==> src/rtl/cbts_pkg.sv <==
package cbts_pkg;

  localparam int unsigned TQ_MAX          = 25;
  localparam int unsigned TQ_MIN          = 5;
  localparam int unsigned BRP_MAX         = 64;
  localparam int unsigned TRIPLE_LIMIT    = 125000;
  localparam int unsigned SP_HIGH         = 700;
  localparam int unsigned SP_LOW          = 600;
  localparam int unsigned PPM_SCALE_LIMIT = 4294;
  localparam int unsigned PPM_UNIT        = 1000000;
  localparam int unsigned PERMILLE        = 1000;
  localparam int unsigned XTAL_MIN_RESET  = 1000000;
  localparam int unsigned XTAL_MAX_RESET  = 25000000;
  localparam int unsigned DIV_W           = 32;

  localparam logic CFG_XTAL_MIN = 1'b0;
  localparam logic CFG_XTAL_MAX = 1'b1;

  typedef struct packed {
    logic [25:0] crystal_hz;
    logic [19:0] wanted_baud;
    logic [31:0] max_ppm;
  } in_word_t;

  typedef struct packed {
    logic        config_ok;
    logic [5:0]  prescaler_code;
    logic [2:0]  prop_seg_code;
    logic [2:0]  phase1_code;
    logic [2:0]  phase2_code;
    logic [1:0]  jump_width_code;
    logic        triple_sample;
    logic [9:0]  sample_point_permille;
    logic [31:0] ppm_error;
  } out_word_t;

  typedef enum logic [4:0] {
    OP_NONE, OP_LOAD, OP_DIV_BRP, OP_SET_BRP, OP_DIV_A, OP_UPD_A, OP_DIV_B, OP_UPD_B,
    OP_NEXT_TQ, OP_SEG, OP_DIV_SP, OP_SP1, OP_SP2, OP_SP3, OP_DIV_ACT, OP_SET_ACT,
    OP_SET_TEN, OP_DIV_PPM, OP_SET_PPM, OP_MUL_TEN, OP_OUT, OP_OUT_ZERO
  } dp_op_t;

  typedef struct packed {
    logic reject;
    logic brp_in_range;
    logic brp_nz;
    logic brp_lt_max;
    logic tq_is_min;
    logic adj_big;
    logic scale_nz;
    logic out_free;
  } dp_status_t;

  typedef struct packed {
    logic             start;
    logic [DIV_W-1:0] dividend;
    logic [DIV_W-1:0] divisor;
  } div_req_t;

  // floor(2*tq/7) for the phase-2 split
  function automatic logic [2:0] twice_div7(input logic [4:0] tq);
    logic [5:0] t;
    t = {tq, 1'b0};
    if (t >= 6'd49)      twice_div7 = 3'd7;
    else if (t >= 6'd42) twice_div7 = 3'd6;
    else if (t >= 6'd35) twice_div7 = 3'd5;
    else if (t >= 6'd28) twice_div7 = 3'd4;
    else if (t >= 6'd21) twice_div7 = 3'd3;
    else if (t >= 6'd14) twice_div7 = 3'd2;
    else if (t >= 6'd7)  twice_div7 = 3'd1;
    else                 twice_div7 = 3'd0;
  endfunction

endpackage

==> src/rtl/cbts_div.sv <==
module cbts_div
  import cbts_pkg::*;
(
  input  logic             clk,
  input  logic             rst_n,
  input  div_req_t         req,
  output logic             busy,
  output logic             done,
  output logic [DIV_W-1:0] quot
);

  logic [DIV_W:0]           rem_r, rem_nxt, rem_sh;
  logic [DIV_W-1:0]         quo_r, quo_nxt, dvs_r, dvs_nxt;
  logic [$clog2(DIV_W):0]   cnt_r, cnt_nxt;
  logic                     busy_r, busy_nxt, done_r, done_nxt;

  always_comb begin
    rem_nxt  = rem_r;
    quo_nxt  = quo_r;
    dvs_nxt  = dvs_r;
    cnt_nxt  = cnt_r;
    busy_nxt = busy_r;
    done_nxt = 1'b0;
    rem_sh   = {rem_r[DIV_W-1:0], quo_r[DIV_W-1]};
    if (req.start) begin
      rem_nxt  = '0;
      quo_nxt  = req.dividend;
      dvs_nxt  = req.divisor;
      cnt_nxt  = ($clog2(DIV_W)+1)'(DIV_W);
      busy_nxt = 1'b1;
    end else if (busy_r) begin
      if (rem_sh >= {1'b0, dvs_r}) begin
        rem_nxt = rem_sh - {1'b0, dvs_r};
        quo_nxt = {quo_r[DIV_W-2:0], 1'b1};
      end else begin
        rem_nxt = rem_sh;
        quo_nxt = {quo_r[DIV_W-2:0], 1'b0};
      end
      cnt_nxt = cnt_r - 1'b1;
      if (cnt_r == 1) begin
        busy_nxt = 1'b0;
        done_nxt = 1'b1;
      end
    end
  end

  always_ff @(posedge clk) begin
    rem_r <= rem_nxt;
    quo_r <= quo_nxt;
    dvs_r <= dvs_nxt;
    cnt_r <= cnt_nxt;
    if (!rst_n) begin
      busy_r <= 1'b0;
      done_r <= 1'b0;
    end else begin
      busy_r <= busy_nxt;
      done_r <= done_nxt;
    end
  end

  assign busy = busy_r;
  assign done = done_r;
  assign quot = quo_r;

endmodule

==> src/rtl/cbts_dp.sv <==
module cbts_dp
  import cbts_pkg::*;
(
  input  logic             clk,
  input  logic             rst_n,
  input  logic             cfg_we,
  input  logic             cfg_index,
  input  logic [25:0]      cfg_data,
  input  in_word_t         in_word,
  input  dp_op_t           op,
  output dp_status_t       status,
  output div_req_t         div_req,
  input  logic [DIV_W-1:0] div_quot,
  output logic             out_valid,
  input  logic             out_ready,
  output out_word_t        out_word
);

  logic [25:0] xmin_r, xmax_r;
  logic [25:0] xtal_r;
  logic [24:0] clk_r;
  logic [19:0] want_r;
  logic [31:0] maxppm_r;
  logic [4:0]  tq_r, btq_r;
  logic [31:0] brp_r, berr_r, adj_r, ppm_r;
  logic [6:0]  bbrp_r;
  logic [4:0]  c2_r, c1_r, cp_r;
  logic [9:0]  sp_r;
  logic [3:0]  k_r;
  logic        ovalid_r;
  out_word_t   oword_r;

  logic [31:0] err_a, err_b, actual_abs;
  logic [6:0]  brp7, brp7p;
  logic [4:0]  p2, rest, p1, c2p1;
  logic [35:0] ppm_x10;
  logic [32:0] ppm_prod;
  logic [63:0] adj_x;
  logic [1:0]  sjw;

  assign brp7       = brp_r[6:0];
  assign brp7p      = brp7 + 7'd1;
  assign err_a      = div_quot - 32'(want_r);
  assign err_b      = 32'(want_r) - div_quot;
  assign actual_abs = (div_quot > 32'(want_r)) ? err_a : err_b;
  assign p2         = 5'd1 + 5'(twice_div7(btq_r));
  assign rest       = btq_r - p2 - 5'd1;
  assign p1         = {1'b0, rest[4:1]};
  assign c2p1       = c2_r + 5'd1;
  assign ppm_x10    = {ppm_r, 3'b000} + {3'b000, ppm_r, 1'b0};
  assign ppm_prod   = 33'(PPM_UNIT) * 33'(adj_r[12:0]);
  // divide by ten: multiply by the rounded-up reciprocal, keep bits above 2^35
  assign adj_x      = 64'(adj_r) * 64'(32'hCCCCCCCD);
  assign sjw        = (c2_r < 5'd4) ? 2'(c2_r - 5'd1) : 2'd3;

  function automatic logic in_range_n();
    in_range_n = (xtal_r < xmin_r) || (xtal_r > xmax_r);
  endfunction

  always_comb begin
    div_req = '{start: 1'b0, dividend: '0, divisor: '0};
    case (op)
      OP_DIV_BRP: div_req = '{1'b1, 32'(clk_r), 32'(want_r * tq_r)};
      OP_DIV_A:   div_req = '{1'b1, 32'(clk_r), 32'(tq_r * brp7)};
      OP_DIV_B:   div_req = '{1'b1, 32'(clk_r), 32'(tq_r * brp7p)};
      OP_DIV_SP:  div_req = '{1'b1, (c2p1 > tq_r) ? 32'd0 :
                                    32'(11'(PERMILLE) * (tq_r - c2p1)), 32'(tq_r)};
      OP_DIV_ACT: div_req = '{1'b1, 32'(clk_r), 32'(btq_r * bbrp_r)};
      OP_DIV_PPM: div_req = '{1'b1, ppm_prod[31:0], 32'(want_r)};
      default:    div_req = '{start: 1'b0, dividend: '0, divisor: '0};
    endcase
  end

  always_comb begin
    status.reject       = (want_r == '0) || (in_range_n());
    status.brp_in_range = brp_r <= 32'(BRP_MAX);
    status.brp_nz       = brp_r != '0;
    status.brp_lt_max   = brp_r < 32'(BRP_MAX);
    status.tq_is_min    = tq_r == 5'(TQ_MIN);
    status.adj_big      = adj_r > 32'(PPM_SCALE_LIMIT);
    status.scale_nz     = k_r != '0;
    status.out_free     = !ovalid_r || out_ready;
  end

  always_ff @(posedge clk) begin
    case (op)
      OP_LOAD: begin
        xtal_r   <= in_word.crystal_hz;
        clk_r    <= in_word.crystal_hz[25:1];
        want_r   <= in_word.wanted_baud;
        maxppm_r <= in_word.max_ppm;
        tq_r     <= 5'(TQ_MAX);
        btq_r    <= 5'(TQ_MAX);
        bbrp_r   <= 7'(BRP_MAX);
        berr_r   <= '1;
      end
      OP_SET_BRP: brp_r <= div_quot;
      OP_UPD_A: begin
        if (err_a < berr_r) begin
          berr_r <= err_a;
          bbrp_r <= brp7;
          btq_r  <= tq_r;
        end
      end
      OP_UPD_B: begin
        if (err_b < berr_r) begin
          berr_r <= err_b;
          bbrp_r <= brp7p;
          btq_r  <= tq_r;
        end
      end
      OP_NEXT_TQ: tq_r <= tq_r - 5'd1;
      OP_SEG: begin
        tq_r <= btq_r;
        c2_r <= p2 - 5'd1;
        c1_r <= p1 - 5'd1;
        cp_r <= rest - p1 - 5'd1;
      end
      OP_SP1: begin
        if (div_quot >= 32'(SP_HIGH)) begin
          c2_r <= c2_r + 5'd1;
          cp_r <= cp_r - 5'd1;
        end
      end
      OP_SP2: begin
        if (div_quot <= 32'(SP_LOW) && c2_r > 5'd1) begin
          c2_r <= c2_r - 5'd1;
          if (c1_r < cp_r) c1_r <= c1_r + 5'd1;
          else cp_r <= cp_r + 5'd1;
        end
      end
      OP_SP3: sp_r <= div_quot[9:0];
      OP_SET_ACT: begin
        adj_r <= actual_abs;
        k_r   <= '0;
      end
      OP_SET_TEN: begin
        adj_r <= 32'(adj_x[63:35]);
        k_r   <= k_r + 4'd1;
      end
      OP_SET_PPM: ppm_r <= div_quot;
      OP_MUL_TEN: begin
        // saturate: once past the top it stays there
        ppm_r <= (ppm_x10[35:32] != '0) ? '1 : ppm_x10[31:0];
        k_r   <= k_r - 4'd1;
      end
      default: ;
    endcase
    if (op == OP_OUT) begin
      oword_r.config_ok             <= ppm_r <= maxppm_r;
      oword_r.prescaler_code        <= 6'(bbrp_r - 7'd1);
      oword_r.prop_seg_code         <= cp_r[2:0];
      oword_r.phase1_code           <= c1_r[2:0];
      oword_r.phase2_code           <= c2_r[2:0];
      oword_r.jump_width_code       <= sjw;
      oword_r.triple_sample         <= (want_r <= 20'(TRIPLE_LIMIT)) && (c2_r >= 5'd1);
      oword_r.sample_point_permille <= sp_r;
      oword_r.ppm_error             <= ppm_r;
    end else if (op == OP_OUT_ZERO) begin
      oword_r <= '0;
    end
  end

  always_ff @(posedge clk) begin
    if (!rst_n) begin
      xmin_r   <= 26'(XTAL_MIN_RESET);
      xmax_r   <= 26'(XTAL_MAX_RESET);
      ovalid_r <= 1'b0;
    end else begin
      if (cfg_we && cfg_index == CFG_XTAL_MIN) xmin_r <= cfg_data;
      if (cfg_we && cfg_index == CFG_XTAL_MAX) xmax_r <= cfg_data;
      if (op == OP_OUT || op == OP_OUT_ZERO) ovalid_r <= 1'b1;
      else if (out_ready) ovalid_r <= 1'b0;
    end
  end

  assign out_valid = ovalid_r;
  assign out_word  = oword_r;

endmodule

==> src/rtl/cbts_ctrl.sv <==
module cbts_ctrl
  import cbts_pkg::*;
(
  input  logic       clk,
  input  logic       rst_n,
  input  logic       in_valid,
  output logic       in_ready,
  input  dp_status_t status,
  input  logic       div_done,
  output dp_op_t     op
);

  typedef enum logic [4:0] {
    S_IDLE, S_CHK, S_BRP, S_LOOP, S_EA, S_BSTART, S_EB, S_NXT, S_NXTD,
    S_SP1S, S_SP1W, S_SP2S, S_SP2W, S_SP3S, S_SP3W, S_ACTS, S_ACTW,
    S_TEN, S_PPMW, S_MUL, S_DONE, S_ZERO
  } state_t;

  state_t state_r, state_nxt;

  always_comb begin
    state_nxt = state_r;
    op        = OP_NONE;
    case (state_r)
      S_IDLE: if (in_valid) begin op = OP_LOAD; state_nxt = S_CHK; end
      S_CHK: begin
        if (status.reject) state_nxt = S_ZERO;
        else begin op = OP_DIV_BRP; state_nxt = S_BRP; end
      end
      S_BRP: if (div_done) begin op = OP_SET_BRP; state_nxt = S_LOOP; end
      S_LOOP: begin
        if (!status.brp_in_range) begin op = OP_SEG; state_nxt = S_SP1S; end
        else if (status.brp_nz) begin op = OP_DIV_A; state_nxt = S_EA; end
        else begin op = OP_DIV_B; state_nxt = S_EB; end
      end
      S_EA: begin
        if (div_done) begin
          op = OP_UPD_A;
          state_nxt = status.brp_lt_max ? S_BSTART : S_NXT;
        end
      end
      S_BSTART: begin op = OP_DIV_B; state_nxt = S_EB; end
      S_EB: if (div_done) begin op = OP_UPD_B; state_nxt = S_NXT; end
      S_NXT: begin
        if (status.tq_is_min) begin op = OP_SEG; state_nxt = S_SP1S; end
        else begin op = OP_NEXT_TQ; state_nxt = S_NXTD; end
      end
      S_NXTD: begin op = OP_DIV_BRP; state_nxt = S_BRP; end
      S_SP1S: begin op = OP_DIV_SP; state_nxt = S_SP1W; end
      S_SP1W: if (div_done) begin op = OP_SP1; state_nxt = S_SP2S; end
      S_SP2S: begin op = OP_DIV_SP; state_nxt = S_SP2W; end
      S_SP2W: if (div_done) begin op = OP_SP2; state_nxt = S_SP3S; end
      S_SP3S: begin op = OP_DIV_SP; state_nxt = S_SP3W; end
      S_SP3W: if (div_done) begin op = OP_SP3; state_nxt = S_ACTS; end
      S_ACTS: begin op = OP_DIV_ACT; state_nxt = S_ACTW; end
      S_ACTW: if (div_done) begin op = OP_SET_ACT; state_nxt = S_TEN; end
      S_TEN: begin
        if (status.adj_big) op = OP_SET_TEN;
        else begin op = OP_DIV_PPM; state_nxt = S_PPMW; end
      end
      S_PPMW: if (div_done) begin op = OP_SET_PPM; state_nxt = S_MUL; end
      S_MUL: begin
        if (status.scale_nz) op = OP_MUL_TEN;
        else state_nxt = S_DONE;
      end
      S_DONE: if (status.out_free) begin op = OP_OUT; state_nxt = S_IDLE; end
      S_ZERO: if (status.out_free) begin op = OP_OUT_ZERO; state_nxt = S_IDLE; end
      default: state_nxt = S_IDLE;
    endcase
  end

  always_ff @(posedge clk) begin
    if (!rst_n) state_r <= S_IDLE;
    else state_r <= state_nxt;
  end

  assign in_ready = state_r == S_IDLE;

endmodule

==> src/rtl/can_bit_timing_search.sv <==
// CAN bit-timing search. One request (crystal, wanted baud, ppm tolerance) gives one
// result word. A rejected crystal skips the search and gives an all-zero result word;
// otherwise each time-quanta count tried costs up to three divisions on the single
// shared restoring divider, for up to 21 counts, followed by five more divisions for
// the sample point, actual rate and ppm, plus a divide-by-ten step and a multiply-by-ten
// step for each decade of ppm scaling. A new request is taken while the last result
// waits on the output register.
module can_bit_timing_search
  import cbts_pkg::*;
(
  input  logic        clk,
  input  logic        rst_n,
  input  logic        cfg_we,
  input  logic        cfg_index,
  input  logic [25:0] cfg_data,
  input  logic        in_valid,
  output logic        in_ready,
  input  in_word_t    in_word,
  output logic        out_valid,
  input  logic        out_ready,
  output out_word_t   out_word
);

  dp_op_t           op;
  dp_status_t       status;
  div_req_t         div_req;
  logic             div_busy, div_done;
  logic [DIV_W-1:0] div_quot;

  cbts_ctrl u_ctrl (
    .clk, .rst_n, .in_valid, .in_ready, .status, .div_done, .op
  );

  cbts_dp u_dp (
    .clk, .rst_n, .cfg_we, .cfg_index, .cfg_data, .in_word, .op, .status,
    .div_req, .div_quot, .out_valid, .out_ready, .out_word
  );

  cbts_div u_div (
    .clk, .rst_n, .req(div_req), .busy(div_busy), .done(div_done), .quot(div_quot)
  );

  a_div_idle: assert property (@(posedge clk) disable iff (!rst_n)
    div_req.start |-> !div_busy) else $error("divider restarted while busy");

  a_one_word: assert property (@(posedge clk) disable iff (!rst_n)
    in_valid && in_ready |=> !in_ready) else $error("second word taken during search");

  a_sp_range: assert property (@(posedge clk) disable iff (!rst_n)
    out_valid |-> out_word.sample_point_permille <= 10'd1000)
    else $error("sample point out of range");

endmodule
==> config.mk <==
export PLATFORM = sky130hd
export DESIGN_NAME = can_bit_timing_search
export DESIGN_NICKNAME = d
export VERILOG_FILES = /design/src/rtl/cbts_pkg.sv /design/src/rtl/cbts_div.sv /design/src/rtl/cbts_dp.sv /design/src/rtl/cbts_ctrl.sv /design/src/rtl/can_bit_timing_search.sv
export SDC_FILE = /design/constraint.sdc
export NUM_CORES = 2
export LEC_CHECK = 0
export BUFFER_PORTS_ARGS = -buffer_cell sky130_fd_sc_hd__buf_4
export CAP_MARGIN = 20
export CORE_ASPECT_RATIO = 1.1
export CORE_UTILIZATION = 45
export CTS_BUF_LIST = sky130_fd_sc_hd__clkbuf_4 sky130_fd_sc_hd__clkbuf_8 sky130_fd_sc_hd__clkbuf_16
export DETAILED_ROUTE_END_ITERATION = 12
export GPL_TIMING_DRIVEN = 0
export SLEW_MARGIN = 20
export SYNTH_ARGS = -nofsm -noshare
export SYNTH_HDL_FRONTEND = slang
export SYNTH_HIERARCHICAL = 1
export SYNTH_SLANG_ARGS = --single-unit
==> constraint.sdc <==
create_clock -name clk -period 10.9 [get_ports clk]
set_input_delay 1.635 -clock clk [delete_from_list [all_inputs] [get_ports clk]]
set_output_delay 1.635 -clock clk [all_outputs]
set_load 0.005 [all_outputs]
# Yosys cells after proc, flatten, opt, wreduce, memory -nomap -nowiden
# Index checks and enable logic that the tools add are counted.
[totals] latchBits=0 ram_bits=0 reg_bits=500 n_memories=0 rom_bits=0 out_inout_bits=63 wordCells=267
[op_classes] bitwise_logic=3 reduce_logical=32 mul=7 n_div=0 n_shift=0 eq_ne=62 magnitude_cmp=25 n_mux=80 n_addsub=23
[op_table] operator="65-bit one-hot mux with 6 select lines" count=1
[op_table] operator="32-bit 2-to-1 mux" count=8
[op_table] operator="5-bit 2-to-1 mux" count=27
[op_table] operator="32-bit one-hot mux with 2 select lines" count=2
[op_table] operator="61-bit 2-to-1 mux" count=2
[op_table] operator="5-bit one-hot mux with 21 select lines" count=1
[op_table] operator="5-bit one-hot mux with 20 select lines" count=1
[op_table] operator="32-bit one-hot mux with 3 select lines" count=1
[op_table] operator="5-bit by 4-bit equality test with 1-bit output (second input constant)" count=16
[op_table] operator="32-bit less-than comparator" count=2
[op_table] operator="32-bit by 32-bit multiplier with 64-bit output (second input constant)" count=1
[op_table] operator="5-bit equality test (second input constant)" count=12
[op_table] operator="5-bit one-hot mux with 3 select lines" count=4
[op_table] operator="5-bit by 3-bit equality test with 1-bit output (second input constant)" count=9
[op_table] operator="35-bit by 33-bit adder with 36-bit output" count=1
[op_table] operator="5-bit by 7-bit multiplier with 12-bit output" count=3
[op_table] operator="33-bit by 32-bit >= comparator with 1-bit output" count=1
[op_table] operator="32-bit by 10-bit >= comparator with 1-bit output (second input constant)" count=1
[op_table] operator="32-bit by 13-bit > comparator with 1-bit output (second input constant)" count=1
[op_table] operator="32-bit by 20-bit > comparator with 1-bit output" count=1
[op_table] operator="32-bit by 10-bit <= comparator with 1-bit output (second input constant)" count=1
[op_table] operator="32-bit <= comparator" count=1
[op_table] operator="32-bit by 7-bit <= comparator with 1-bit output (second input constant)" count=1
[op_table] operator="32-bit by 7-bit less-than comparator with 1-bit output (second input constant)" count=1
[op_table] operator="57 further kinds" count=133

# Longest topological paths before layout
[depth] depth_word=14 mapped_depth=30 mapped_depth_nobuf=29

# By module
# The synthesis kept the hierarchy.
[by_module_without_submodules] mod="cbts_dp" n_inst=1 cells_each=5190 area_each_um2=49795.3 seq_area_each_um2=10460.0
[by_module_without_submodules] mod="cbts_div" n_inst=1 cells_each=604 area_each_um2=6038.3 seq_area_each_um2=2722.6
[by_module_without_submodules] mod="cbts_ctrl" n_inst=1 cells_each=115 area_each_um2=854.6 seq_area_each_um2=100.1

# Worst setup path before layout
# No wires, ideal clock.
[synth_path] kind="reg-to-reg" startpoint="reg u_dp.xtal_r[1]" endpoint="reg u_dp.bbrp_r[0] (enable)" arrival_ns=9.926 path_stages_with_launch=20 required_ns=10.388 path_slack_ns=0.462 path_buffers=1 cell_sequence="edfxtp_1 ha_1 a21o_1 a21o_1 a21o_1 a21o_1 a21oi_1 o21ai_0 nand3_1 a211o_1 a211oi_1 o221ai_1 or4_4 o21ai_2 or3_1 clkbuf_1 nand2b_1 nor2_1 o22ai_1 a211oi_1"
[synth_rtl] element="start, declared" line_no="cbts_dp.sv:20" text="logic [25:0] xtal_r;"
[synth_rtl] element="start signal, assigned" line_no="cbts_dp.sv:88" text="xtal_r <= in_word.crystal_hz;"
[synth_rtl] element="end signal, assigned" line_no="cbts_dp.sv:94" text="bbrp_r <= 7'(BRP_MAX);"
[synth_rtl] element="end signal, assigned" line_no="cbts_dp.sv:101" text="bbrp_r <= brp7;"
[synth_rtl] element="end signal, assigned" line_no="cbts_dp.sv:108" text="bbrp_r <= brp7p;"
[synth_rtl] element="end, declared" line_no="cbts_dp.sv:26" text="logic [6:0] bbrp_r;"

# Worst setup path in the final report
[layout_path] startpoint="reg u_dp.adj_r[0]" endpoint="reg u_dp.adj_r[11], data pin"
[layout_via] elab_chain_cells=5 elab_cells_between_ends=7 cone_classes="mul: 1; order compare: 1; eq/ne: 2; mux: 3"
[layout_rtl] element="start, declared" line_no="cbts_dp.sv:25" text="logic [31:0] brp_r, berr_r, adj_r, ppm_r;"
[layout_rtl] element="start signal, assigned" line_no="cbts_dp.sv:134" text="adj_r <= actual_abs;"
[layout_rtl] element="start signal, assigned" line_no="cbts_dp.sv:138" text="adj_r <= 32'(adj_x[63:35]);"
[layout_rtl] element="branches (longest 4 deep; another with 32-bit by 32-bit multiplier with 64-bit output)"
[layout_rtl] element="32-bit one-hot mux with 2 select lines (*)" line_no="cbts_dp.sv:86" text="case (op)"
# Every way passes the cells marked *.
# A chain may end at the register's enable or synchronous reset.

==> impl_results.md <==
- Status: complete, no violations
- Vias in the first global route: 44300
- Hpwl dp: 143400 µm
- Minimum clock period: 10.03 ns
- DR WL met3: 10890 µm
- Worst Min Path Start: u_dp/xmin_r[1]$_SDFFE_PN0P_
- Distinct cells, synth: 107
- Share of cells above drive strength 1: 0.06846
- Crit-path slowest cell: edfxtp_1
- Tot GR Track Use: 0.2700
- WL met1: 69790 µm
- Total grt overflow: 0
- Commonest cells in the netlist: inv_1, ha_1, fa_1
- Area share of the largest cell type after synthesis: 0.1997
- Wire length on met2: 83660 µm
- Clock insertion delay at the later pin of the skew report: 0.64 ns
- Setup TNS: 0 ns
- Via count: 43560
- DIE AREA: 127400 µm²
- Buffers added on ports: 172
- Synth Warn #: 6
- Post-Route Skew: 0.03710 ns
- Slew @ Worst Pin: 1.246 ns
- Worst setup EP type: flop
- RSZ-0062 raised after global routing: no
- PostCTS Resize Cnt: 0
- Chip Height: 374.3 µm
- WHS Path Cells: 2
- Max frequency: 99.68 MHz
- Max_slew headroom: 0.1629
- Io pins: 173
- Worst Path Max Fanout: 13
- WP data required: 11.24 ns
- Max incr delay on CP: 1.11 ns
- Hold_ws: 0.4629 ns
- Synth Area per Inst: 9.594 µm²
- CTS buffer count: 51
- First-pass detailed-route iteration total: 6
- Global-route wire length before repair: 263100 µm
- Final hold violations: 0
- Max cap viols: 0
- Core box area: 124900 µm²
- Crit path DAT: 10.38 ns
- Buf+Inv Stages, Crit Path: 6
- Post-CTS Setup Inserts: 0
- Initial antenna violation count: 6
- Cell with the most instances after synthesis: inv_1
- Post-synth EDFFs: 377
- Post-synthesis sequential area ratio: 0.2343
- Top sig layer: met4
- Die width: 340.4 µm
- Via density: 5.547
- FF-to-FF Start: u_dp/adj_r[0]$_DFFE_PP_
- Clock Root Buffer: clkbuf_16
- HP Class: flop to flop
- Clk buf depth: 3
- Max-slew violations: 0
- Placed inst area: 60430 µm²
- Endpoints failing setup: 0
- DRC Markers: 0
- Fin util: 0.4984
- Synth Cell Area: 56690 µm²
- Crit path launch type: flop
- Post-Synthesis Cells: 5909
- Routed WL per cell: 22.01 µm
- Clk pin slew, worst setup/hold paths: 0.06 ns
- Worst path depth: 25
- FFs w/ async S/R, synth: 0
- Global placement routability congestion: 0.9802
- Launch point of the worst path: u_dp/adj_r[0]$_DFFE_PP_
- Synth area leaders: edfxtp_1, fa_1, ha_1
- Number of synthesized register bits: 475
- Crit-path leading delay family: adder cells
- Row count: 136
- Worst reg-to-reg path cell count: 25
- Largest area contributor in the netlist: edfxtp_1
- Iteration-0 DRC Markers: 3178
- Area Overhead vs Synth: 9.809%
- Number of buffers inserted by hold repair at cts: 0
- Ys flop type: edfxtp_1
- Clk sink count: 475
- Final non-filler cell area: 62250 µm²
- Antenna Nets Post-Route: 0
- Initial Utilization: 0.4539
- H-tree Lvls: 2
- Worst setup path category: flop to flop
- Tcrit/Tclk final: 0.9204
- Final nets: 7657
- Routed WL: 172800 µm
- CTS tree: yes
- Largest net degree at the start of global routing: 33
## area by class of cell
type                            count  area [µm²]
Antenna cell                        3       7.507
Fill cell                       11810       62650
Buffer                            187       814.5
Timing Repair Buffer              186        1582
Inverter                         1099        4125
Clock inverter                     29       401.6
Multi-Input combinational cell   4154       38560
Clock buffer                       63        1403
Sequential cell                   475       13280
Tap cell                         1656        2072
## kinds of logic after synthesis
| family | count (synthesis) | share of synthesized area |
|---|---|---|
| other | 1 | 0.00006615 |
| buffers and inverters | 1286 | 0.08714 |
| AOI/OAI and AO/OA | 1126 | 0.1319 |
| adders and majority gates | 1396 | 0.3807 |
| muxes | 69 | 0.01309 |
| xor gates and xnor gates | 293 | 0.04527 |
| DFF | 475 | 0.2343 |
| and+or+nand+nor | 1263 | 0.1074 |
## flip-flops by register name, indices dropped and copies added (netlist names), 5 cells and up
| register | cells |
|---|---|
| u_ctrl/state_r | 5 |
| u_div/cnt_r | 6 |
| u_div/dvs_r | 32 |
| u_div/quot | 32 |
| u_div/rem_r | 32 |
| u_dp/adj_r | 32 |
| u_dp/bbrp_r | 7 |
| u_dp/berr_r | 32 |
| u_dp/brp_r | 32 |
| u_dp/btq_r | 5 |
| u_dp/c1_r | 5 |
| u_dp/c2_r | 5 |
| u_dp/cp_r | 5 |
| u_dp/maxppm_r | 32 |
| u_dp/out_word | 61 |
| u_dp/ppm_r | 32 |
| u_dp/sp_r | 10 |
| u_dp/tq_r | 5 |
| u_dp/want_r | 20 |
| u_dp/xmax_r | 26 |
| u_dp/xmin_r | 26 |
| u_dp/xtal_r | 26 |
## worst paths after layout
check,to,slack (ns)
hold reg to reg,u_dp/xmin_r[1]$_SDFFE_PN0P_,0.46
hold / removal,u_dp/xmin_r[1]$_SDFFE_PN0P_,0.46
setup / recovery,u_dp/adj_r[11]$_DFFE_PP_,0.87
setup reg to reg,u_dp/adj_r[11]$_DFFE_PP_,0.87
## through the flow
step           setup slack (ns)  std cells
2_1_floorplan            0.4623       5915
3_3_place_gp             -5.833       7743
3_5_place_dp             0.9932       7757
4_1_cts                  0.9748       7849
5_1_grt                  0.6527       7849
6_report                 0.8675       7852
## cell usage in the layout, fill, tap and decap left out, types with 31 or more instances in the layout
master | synthesis | layout
a21boi_0 | 47 | 47
a21o_1 | 133 | 133
a21oi_1 | 300 | 300
a22oi_1 | 46 | 46
a31oi_1 | 31 | 31
and2_1 | 106 | 105
buf_4 | 17 | 189
clkbuf_1 | 144 | 144
clkbuf_16 | 0 | 52
dfxtp_1 | 98 | 98
edfxtp_1 | 377 | 377
fa_1 | 549 | 549
ha_1 | 844 | 844
inv_1 | 1095 | 1094
mux2_2 | 40 | 40
nand2_1 | 463 | 463
nand2b_1 | 64 | 64
nand3_1 | 60 | 60
nand4_1 | 55 | 55
nor2_1 | 265 | 261
nor2b_1 | 51 | 51
nor3_1 | 60 | 58
o211ai_1 | 37 | 37
o21a_1 | 44 | 44
o21ai_0 | 197 | 196
o21bai_1 | 34 | 34
xnor2_1 | 150 | 150
xor2_1 | 143 | 143
## layer usage
layer,up-vias,global-route usage
met4,0,0.1130
met1,21320,0.3394
met2,1493,0.4657
met5,-,0
met3,382,0.03328
li1,20360,-
## tightest hold or removal path, stage by stage, from the launching register on
cell,delay (ns)
dfxtp_1,0.31
nand2_1,0.04
a21boi_0,0.06
Power is not shown: default switching activity piles up to over one toggle a cycle in this logic, so the estimate is an artifact.
